$ cat src/assert_macros.svh
// assertion macros for the lfo wave table blocks, included by lfo_wave_table_sample
// expects clk and rst in the scope where a macro is used
`ifndef ASSERT_MACROS_SVH
`define ASSERT_MACROS_SVH

// checked only while out of reset
`define LWS_ASSERT(name, prop, msg) \
  name: assert property (@(posedge clk) disable iff (rst) prop) else $error(msg);

// checked on every edge, reset included
`define LWS_ASSERT_ALWAYS(name, prop, msg) \
  name: assert property (@(posedge clk) prop) else $error(msg);

`endif

$ cat src/lws_pkg.sv
// package for the lfo wave table entry generator
// widths, shape and register codes, sideband item type; no dependencies
package lws_pkg;

  localparam int SLOT_W     = 3;
  localparam int IDX_W      = 9;
  localparam int AMP_W      = 16;
  localparam int SHAPE_W    = 3;
  localparam int CFG_IDX_W  = 2;
  localparam int CFG_DATA_W = 16;

  // dividend, divisor and quotient widths of the divider chain
  localparam int NW = 62;
  localparam int DW = 45;
  localparam int QW = 17;

  localparam int MAX_ENTRIES_DEF = 512;

  typedef enum logic [SHAPE_W-1:0] {
    SHAPE_SINE2 = 3'd0,
    SHAPE_TRI   = 3'd1,
    SHAPE_UP    = 3'd2,
    SHAPE_DOWN  = 3'd3,
    SHAPE_TRAP  = 3'd4,
    SHAPE_SUP   = 3'd5,
    SHAPE_SDOWN = 3'd6,
    SHAPE_EXP   = 3'd7
  } shape_t;

  typedef enum logic [CFG_IDX_W-1:0] {
    CFG_SHAPE = 2'd0,
    CFG_LAST  = 2'd1,
    CFG_PEAK  = 2'd2
  } cfg_idx_t;

  typedef struct packed {
    logic [SLOT_W-1:0] slot;
    logic [IDX_W-1:0]  idx;
    logic [AMP_W-1:0]  amp;
    logic              invert;
    logic              force_amp;
    logic              zero;
  } side_t;

endpackage

$ cat src/lws_div_cell.sv
// one restoring divider cell: settles quotient bit BIT and passes
// the partial remainder on; depends on lws_pkg
module lws_div_cell #(
  parameter int BIT = 0
) (
  input  logic                   clk,
  input  logic                   rst,
  input  logic                   in_valid,
  output logic                   in_ready,
  input  logic [lws_pkg::NW-1:0] rem_in,
  input  logic [lws_pkg::DW-1:0] den_in,
  input  logic [lws_pkg::QW-1:0] quo_in,
  input  lws_pkg::side_t         side_in,
  output logic                   out_valid,
  input  logic                   out_ready,
  output logic [lws_pkg::NW-1:0] rem_out,
  output logic [lws_pkg::DW-1:0] den_out,
  output logic [lws_pkg::QW-1:0] quo_out,
  output lws_pkg::side_t         side_out
);
  import lws_pkg::*;

  logic [NW-1:0] dsh;
  logic          ge;
  logic [QW-1:0] quo_next;

  always_comb begin
    dsh      = NW'(den_in) << BIT;
    ge       = rem_in >= dsh;
    quo_next = quo_in;
    quo_next[BIT] = ge;
  end

  assign in_ready = !out_valid || out_ready;

  always_ff @(posedge clk) begin
    if (rst) begin
      out_valid <= 1'b0;
    end else if (in_ready) begin
      out_valid <= in_valid;
    end
  end

  always_ff @(posedge clk) begin
    if (in_ready) begin
      rem_out  <= ge ? rem_in - dsh : rem_in;
      den_out  <= den_in;
      quo_out  <= quo_next;
      side_out <= side_in;
    end
  end

endmodule
$ cat config.mk
export PLATFORM = sky130hd
export DESIGN_NAME = lws_div_cell
export DESIGN_NICKNAME = d
export VERILOG_FILES = /design/src/assert_macros.svh /design/src/lws_pkg.sv /design/src/lws_div_cell.sv
export SDC_FILE = /design/constraint.sdc
export NUM_CORES = 1
export LEC_CHECK = 0
export BUFFER_PORTS_ARGS = -buffer_cell sky130_fd_sc_hd__buf_2
export CAP_MARGIN = 20
export CORE_MARGIN = 8
export CORE_UTILIZATION = 40
export DETAILED_ROUTE_END_ITERATION = 12
export PLACE_DENSITY_LB_ADDON = 0.2
export SYNTH_ARGS = -nofsm -noshare
export SYNTH_HDL_FRONTEND = slang
export SYNTH_SLANG_ARGS = --single-unit
$ cat constraint.sdc
create_clock -name clk -period 5.1 [get_ports clk]
set_clock_uncertainty 0.1 [all_clocks]
set_input_delay 0.51 -clock clk [delete_from_list [all_inputs] [get_ports clk]]
set_output_delay 0.51 -clock clk [all_outputs]
set_load 0.02 [all_outputs]
==> results of run 1 <==
worst paths after layout:
path	depth (start not counted)	end	slack, ps
worst max register to register	2	rem_out[25]	3040
worst max-delay path	14	rem_out[1]	1300
worst min register to register	2	out_valid	1090
worst min-delay path	2	out_valid	130
per-layer routing:
metal / vias to the layer above / wire [um] / global-route usage [%] / share of wire (%)
met5: - / 27 / 0 / 0.10
met4: 4 / 404 / 5.513 / 1.5
met3: 33 / 2508 / 6.732 / 9.4
met2: 280 / 12710 / 32.39 / 48
met1: 3339 / 11040 / 23.59 / 41
li1: 3514 / - / - / -
Yosys cell counts (14+ instances only):
library cell    n  area share [%]
ha_1           45             6.6
nand2_1        48             2.1
o21ai_0        28             1.6
nand4_1        21             1.5
xnor2_1        37             3.8
nor3_1         14            0.82
inv_1          64             2.8
nor2_1         78             3.4
edfxtp_1      155              54
a21oi_1       105             6.1
clkbuf_1       18            0.79
xor2_1         22             2.3
worst max-delay path: cells and delay by family:
kind	cells	cell delay, ps
compound gates	5	1300
mux	1	350
fa+ha+maj	2	550
buf+inv	5	810
simple gates	1	290
cell families (layout without fill, tap and decap cells):
group	count (synthesis)	after routing	share of synthesized area, %
AND/OR/NAND/NOR	216	216	12.33
XOR/XNOR	59	59	6.035
flip-flops	156	156	54.60
adder cells (fa/ha/maj)	46	46	6.810
other	0	3	0
AO/OA/AOI/OAI	208	208	14.66
multiplexers	8	8	1.052
buffers and inverters	94	414	4.515
through the flow:
step	setup WS, ps	hold WS, ps	cell area [um^2]	power, mW	instances
detailed placement	791.1	574.4	10390	2.565	1350
CTS	1239	116.8	10980	3.859	1382
finish	1296	134.4	10980	3.822	1385
floorplan	52.17	479.1	8562	2.241	787
global route	1003	114.1	10980	3.994	1384
global placement	876.8	571.0	10390	2.556	1350
placed cells by master, fill, tap and decap left out, types with 21 or more instances in the layout:
cell,count
edfxtp_1,155
nand2_1,48
ha_1,45
nand4_1,21
xnor2_1,37
a21oi_1,105
nor2_1,78
buf_2,314
o21ai_0,28
inv_1,64
xor2_1,22
final cells by class:
type                    count  area share, %
well taps                 275          3.133
repair buffers            318          14.70
diodes                      3        0.06835
multi-input cells         537          32.01
clock inverters            14          1.344
clock buffers              18          3.999
flip-flops and latches    156          42.56
inverters                  64          2.187
registers in the layout, summed over array words and instances, names as in the netlist:
signal	flops
side_out	31
den_out	45
quo_out	17
rem_out	62
out_valid	1
power by group:
| group | switching, mW | leakage, nW | internal (mW) |
|---|---|---|---|
| combinational | 0.586 | 2.91 | 0.330 |
| clock | 0.621 | 0.283 | 0.668 |
| sequential | 0.0328 | 1.61 | 1.58 |
| total | 1.24 | 4.81 | 2.58 |
==> run summary, run 1 <==
CP Data Required Time = 5180 ps
mapped cell area = 8562 um^2
Final setup viols = 0
number of port buffers = 314
static leakage = 4.807 nW
first-pass GRT wire length = 39,650 um
Starting Density = 40.73%
area of the multi-input gates = 3516 um^2
outcome = completed
Max Root-Sink Buffers = 2
share of flip-flops with an asynchronous set or reset after synthesis = 0%
crit-path cells = buf_2 -> inv_1 -> ha_1 -> inv_1 -> fa_1 -> a21oi_1 -> o211ai_1 -> o211ai_1 -> nand4b_1 -> a2111oi_0 -> buf_4 -> o21ai_4 -> buf_4 -> mux2_2
H-tree depth = 4
initial antenna violation count = 6
worst-path fanout max = 60
via-per-instance ratio = 5.177
PD cells = 348.0 nW/um^2
nets = 1,299
worst slew pin tran = 916.6 ps
starting DRC count in detailed routing = 464
Max-Cap Viols = 0
vias in the first global route = 7,041
Reg area = 4674 um^2
clock sink count = 156
Congestion Overflow GR = 0
synthesis-stage register bit count = 156
Hold Vio Cnt, Final = 0
all-layer global routing usage = 19.49%
crit start category = input port
setup bufs post-CTS = 0
Main synth FF type = edfxtp_1
average size of a mapped cell = 10.88 um^2
die height = 162.3 um
CTS tree = done
Core Rows = 53
vias = 7,170
Worst Setup End Kind = register
CP startpoint = rem_in[0]
Clock Latency Late Sink = 430 ps
Relative slew margins = 38.89%
Worst Hold Class = in -> reg
TritonCTS buffer count = 17
clk root buf = clkbuf_16
hold_buf cts = 0
fin crit period = 3804 ps
Max Freq = 262.9 MHz
Worst EP arrival = 3880 ps
largest net degree at the start of global routing = 93
cts repair resizes = 0
die area = 26,340 um^2
Largest stage delay, worst path = 500 ps
chip width = 162.3 um
Ys Warns = 0
RSZ-0062 raised after global routing = false
Placer Congestion = 0.8849
Synth cell types = 51
# DRC = 0
WS Path Type = in -> reg
Mapped Cells = 787
Worst path slowest cell = a2111oi_0
share of post-route cells with drive strength above 1 = 33.33%
Worst-path clk slew = 70 ps
fin. max-slew vios = 0
Peak VDD IR = 0.2305 mV
final core utilization = 52.25%
setup_tns = 0 ps
Tcrit/Tclk final = 74.60%
final wirelength = 26,690 um
EDFF count, synth = 155
Hold Startpoint = rst
core area = 21,020 um^2
HPWL after DPL = 21,160 um
drt first pass iters = 5
drt wl/cell = 19.27 um
Net Count, Synth = 992
sequential cell area fraction in the yosys report = 54.60%
reg2reg start = out_valid
IO Pins = 316
post-route ant nets = 0
Area growth, synth to finish = 28.28%
Fillers = 1,959
Power figures use the tool's default switching activity.
==> run 2, diff against run 1 <==
- clock period: 5.1 -> 3.7 ns (I/O delays scaled with it)
==> run summary, run 2 (synthesis gave the netlist of run 1 again) <==
Area growth, synth to finish = 32.73%
most common cell after layout, fill and taps aside = buf_2
Reg power frac = 42.0%
starting DRC count in detailed routing = 521
Int Pwr = 3.585 mW
Starting Density = 40.73%
worst hold slack = 18.70 ps
post-route ant nets = 0
fin. max-slew vios = 0
final wirelength = 27,070 um
TritonCTS buffer count = 17
biggest regs = rem_out (62), den_out (45), side_out (31)
WHS Path Cells = 1
via-per-instance ratio = 5.120
vias = 7,317
r2r endpoint = rem_out[52]
r2r setup slk = 1950 ps
Final Cell Area = 11,360 um^2
Fillers = 1,914
Clock Power Share = 33.1%
Max Root-Sink Buffers = 2
WHS Endpoint = quo_out[8]
switching power = 1.725 mW
RSZ-0062 raised after global routing = false
number of port buffers = 314
Placer Congestion = 0.8976
Relative slew margins = 46.72%
static leakage = 5.026 nW
drt wl/cell = 18.94 um
R2R depth = 2
most frequent cells in the layout = buf_2 (314), edfxtp_1 (155), a21oi_1 (105)
Placed Area = 10,680 um^2
Peak VDD IR = 0.2948 mV
clock sink count = 156
WS Path Type = in -> reg
fin crit period = 3323 ps
Hold Startpoint = quo_in[8]
Worst Hold Class = in -> reg
Congestion Overflow GR = 0
CP Data Required Time = 3780 ps
nets = 1,345
share of post-route cells with drive strength above 1 = 35.04%
reg2reg start = out_valid
PD cells = 467.2 nW/um^2
all-layer global routing usage = 19.96%
Max-Cap Viols = 0
Worst path slowest cell = a2111oi_1
IO Pins = 316
Final setup viols = 0
Gate power share = 24.9%
outcome = completed
Hold Vio Cnt, Final = 0
CP startpoint = rem_in[0]
switching share of power = 32.49%
drt first pass iters = 5
crit-path cells = buf_2 -> inv_1 -> ha_1 -> inv_1 -> fa_1 -> a21oi_1 -> o211ai_1 -> o211ai_1 -> nand4b_1 -> a2111oi_1 -> buf_4 -> o21ai_4 -> buf_4 -> o21ai_2 -> nor4_1 -> xor2_1
HPWL after DPL = 21,530 um
Worst Setup End Kind = register
clk root buf = clkbuf_16
Core Rows = 53
H-tree depth = 4
Worst EP arrival = 3400 ps
CTS tree = done
vias in the first global route = 7,322
# DRC = 0
die area = 26,340 um^2
Largest stage delay, worst path = 520 ps
Tcrit/Tclk final = 89.82%
core area = 21,020 um^2
first-pass GRT wire length = 41,120 um
worst-path fanout max = 8
largest net degree at the start of global routing = 61
Clock Latency Late Sink = 420 ps
chip width = 162.3 um
Largest Register = rem_out
Max Freq = 300.9 MHz
worst slew pin tran = 799.1 ps
setup bufs post-CTS = 0
initial antenna violation count = 3
max reg flops = 62
die height = 162.3 um
Worst-path clk slew = 80 ps
crit start category = input port
[run 2: power by group through the flow]
stage | sequential (mW) | clock (mW) | combinational (mW)
floorplan | 2.55 | 0 | 0.534
global placement | 2.26 | 0 | 1.31
detailed placement | 2.27 | 0 | 1.32
CTS | 2.23 | 1.79 | 1.33
global route | 2.25 | 1.86 | 1.44
finish | 2.23 | 1.76 | 1.32
[run 2: metal layers]
metal  vias up  track usage, %  share of wire [%]
li1       3611               -                  -
met1      3410           24.73                 42
met2       269           33.77                 48
met3        23           5.948                8.8
met4         4           4.293               0.93
met5         -               0               0.10
[run 2: worst max-delay path by stage]
stage,endpoint,slack [ps],cells after the start
2_1_floorplan,rem_out[13],440,12
3_3_place_gp,rem_out[57],-80,16
3_5_place_dp,rem_out[57],-140,16
4_1_cts,rem_out[57],300,16
5_1_grt,rem_out[37],40,16
6_report,rem_out[57],380,16
[run 2: per-stage QoR]
| step | setup TNS (ps) | total power [mW] | utilization (%) | setup slack [ps] | instances |
|---|---|---|---|---|---|
| floorplan | 0 | 3.082 | - | 438.3 | 787 |
| global placement | -851.2 | 3.575 | 50.82 | -79.45 | 1386 |
| detailed placement | -2605 | 3.584 | 50.82 | -142.0 | 1386 |
| CTS | 0 | 5.348 | 53.66 | 296.6 | 1420 |
| global route | 0 | 5.556 | 54.06 | 43.71 | 1429 |
| finish | 0 | 5.310 | 54.06 | 376.5 | 1429 |
[run 2: critical path: cells and delay by family]
family	cells	cell delay, ps
buffers and inverters	5	610
AND/OR/NAND/NOR	2	370
XOR/XNOR	1	150
adder cells (fa/ha/maj)	2	560
AO/OA/AOI/OAI	6	1340
[run 2: cell type report]
class	count	area, um^2	share of cell area, %
Inverter	64	240.2	2.114
Timing Repair Buffer	364	2009	17.68
Antenna cell	1	2.502	0.02202
Sequential cell	156	4674	41.13
Clock inverter	15	151.4	1.332
Tap cell	275	344.1	3.028
Clock buffer	17	425.4	3.743
Multi-Input combinational cell	537	3517	30.95
[run 2: timing repair]
action / in CTS / in global routing
hold buffers: 2 / 8
endpoints found under the hold margin: 2 / 8
setup endpoints to repair: 0 / 29
gates resized for setup: 0 / 1
==> run 3, diff against run 2 <==
- CORE_UTILIZATION: 40 -> 50
- TNS_END_PERCENT: default -> 1
==> run summary, run 3 (synthesis gave the netlist of run 1 again) <==
HPWL after DPL = 21,070 um
cts repair resizes = 0
Hold Vio Cnt, Final = 0
fin crit period = 3304 ps
Max Root-Sink Buffers = 2
drt first pass iters = 5
Max-Cap Viols = 0
Worst EP arrival = 3380 ps
r2r endpoint = rem_out[13]
Relative slew margins = 61.21%
most frequent cells in the layout = buf_2 (314), edfxtp_1 (155), a21oi_1 (105)
final setup margin = 396.4 ps
Area growth, synth to finish = 30.61%
R2R depth = 2
initial antenna violation count = 1
setup_tns = 0 ps
number of cells after detailed placement = 1,330
Core Rows = 48
Starting Density = 50.38%
static leakage = 4.954 nW
Non-Filler Instances = 1,368
die area = 21,570 um^2
Clock Latency Late Sink = 430 ps
CTS tree = done
most common cell after layout, fill and taps aside = buf_2
starting DRC count in detailed routing = 509
nets = 1,335
crit start category = input port
Congestion Overflow GR = 0
TritonCTS buffer count = 17
area of the multi-input gates = 3516 um^2
core area = 17,000 um^2
Worst Setup End Kind = register
Reg area = 4674 um^2
WHS Endpoint = side_out[0]
Largest Register = rem_out
WHS Path Cells = 1
worst slew pin tran = 574.6 ps
Final setup viols = 0
Tcrit/Tclk final = 89.29%
Worst Hold Class = in -> reg
Fillers = 1,383
number of port buffers = 314
clk root buf = clkbuf_16
share of post-route cells with drive strength above 1 = 34.85%
chip width = 146.9 um
CP Data Required Time = 3780 ps
fin. max-slew vios = 0
drt wl/cell = 19.25 um
max reg flops = 62
first-pass GRT wire length = 40,620 um
via-per-instance ratio = 5.356
WS Path Type = in -> reg
die height = 146.9 um
largest net degree at the start of global routing = 77
Peak VDD IR = 0.3205 mV
setup bufs post-CTS = 0
PD cells = 465.8 nW/um^2
H-tree depth = 4
worst-path fanout max = 5
dpl ws = 96.95 ps
outcome = completed
hold_buf cts = 6
post-route ant nets = 0
# DRC = 0
RSZ-0062 raised after global routing = false
Worst-path clk slew = 70 ps
IO Pins = 316
final wirelength = 26,340 um
biggest regs = rem_out (62), den_out (45), side_out (31)
vias in the first global route = 7,270
Hold Startpoint = side_in[0]
vias = 7,327
all-layer global routing usage = 23.98%
r2r setup slk = 2050 ps
Placer Congestion = 0.8965
clock sink count = 156
Max Freq = 302.7 MHz
reg2reg start = out_valid
## run 3: layout make-up
| type | instances | area share (%) |
|---|---|---|
| multi-input cells | 537 | 31.44 |
| well taps | 225 | 2.517 |
| inverters | 64 | 2.148 |
| diodes | 1 | 0.02238 |
| clock buffers | 17 | 3.804 |
| clock inverters | 14 | 1.175 |
| flip-flops and latches | 156 | 41.80 |
| repair buffers | 354 | 17.10 |
## run 3: worst max path at each step
stage / slack, ps / from / cells past startpoint / to
5_1_grt: 170 / den_in[15] / 13 / rem_out[50]
3_5_place_dp: 100 / rem_in[0] / 16 / rem_out[50]
6_report: 400 / den_in[4] / 15 / rem_out[55]
3_3_place_gp: 100 / rem_in[0] / 16 / rem_out[50]
2_1_floorplan: 440 / rem_in[0] / 12 / rem_out[13]
4_1_cts: 500 / den_in[4] / 15 / rem_out[55]
## run 3: per-stage QoR
stage          hold slack [ps]  power [mW]  util, %  instance area, um^2
6_report                 13.69       5.209    65.80                11180
5_1_grt                  7.986       5.426    65.80                11180
4_1_cts                0.01985       5.244    65.78                11180
3_5_place_dp             448.5       3.571    62.15                10560
3_3_place_gp             446.7       3.555    62.15                10560
2_1_floorplan            339.1       3.082        -                 8564
## run 3: critical path, cell delays in order
cell	delay, ps
buf_2	90
inv_1	40
ha_1	310
nand2_1	130
a211oi_1	360
o21ai_0	270
a21oi_1	210
buf_4	170
a2111oi_2	70
buf_4	160
o31ai_1	440
and2_1	360
buf_4	180
nor3_1	50
a21o_1	160
## run 3: power by group
part / leakage, nW / switching, mW / internal [mW]
Combinational: 3.09 / 0.821 / 0.491
Sequential: 1.61 / 0.0453 / 2.18
Clock: 0.255 / 0.789 / 0.878
Total: 4.95 / 1.66 / 3.55
## run 3: layer usage
layer  part of all wire [%]  vias to the layer above  global-route usage, %
met5                      0                        -                      0
met4                    1.4                        0                  6.749
met3                    7.4                       25                  6.367
met2                     50                      267                  41.27
met1                     41                     3457                  29.01
li1                       -                     3578                      -
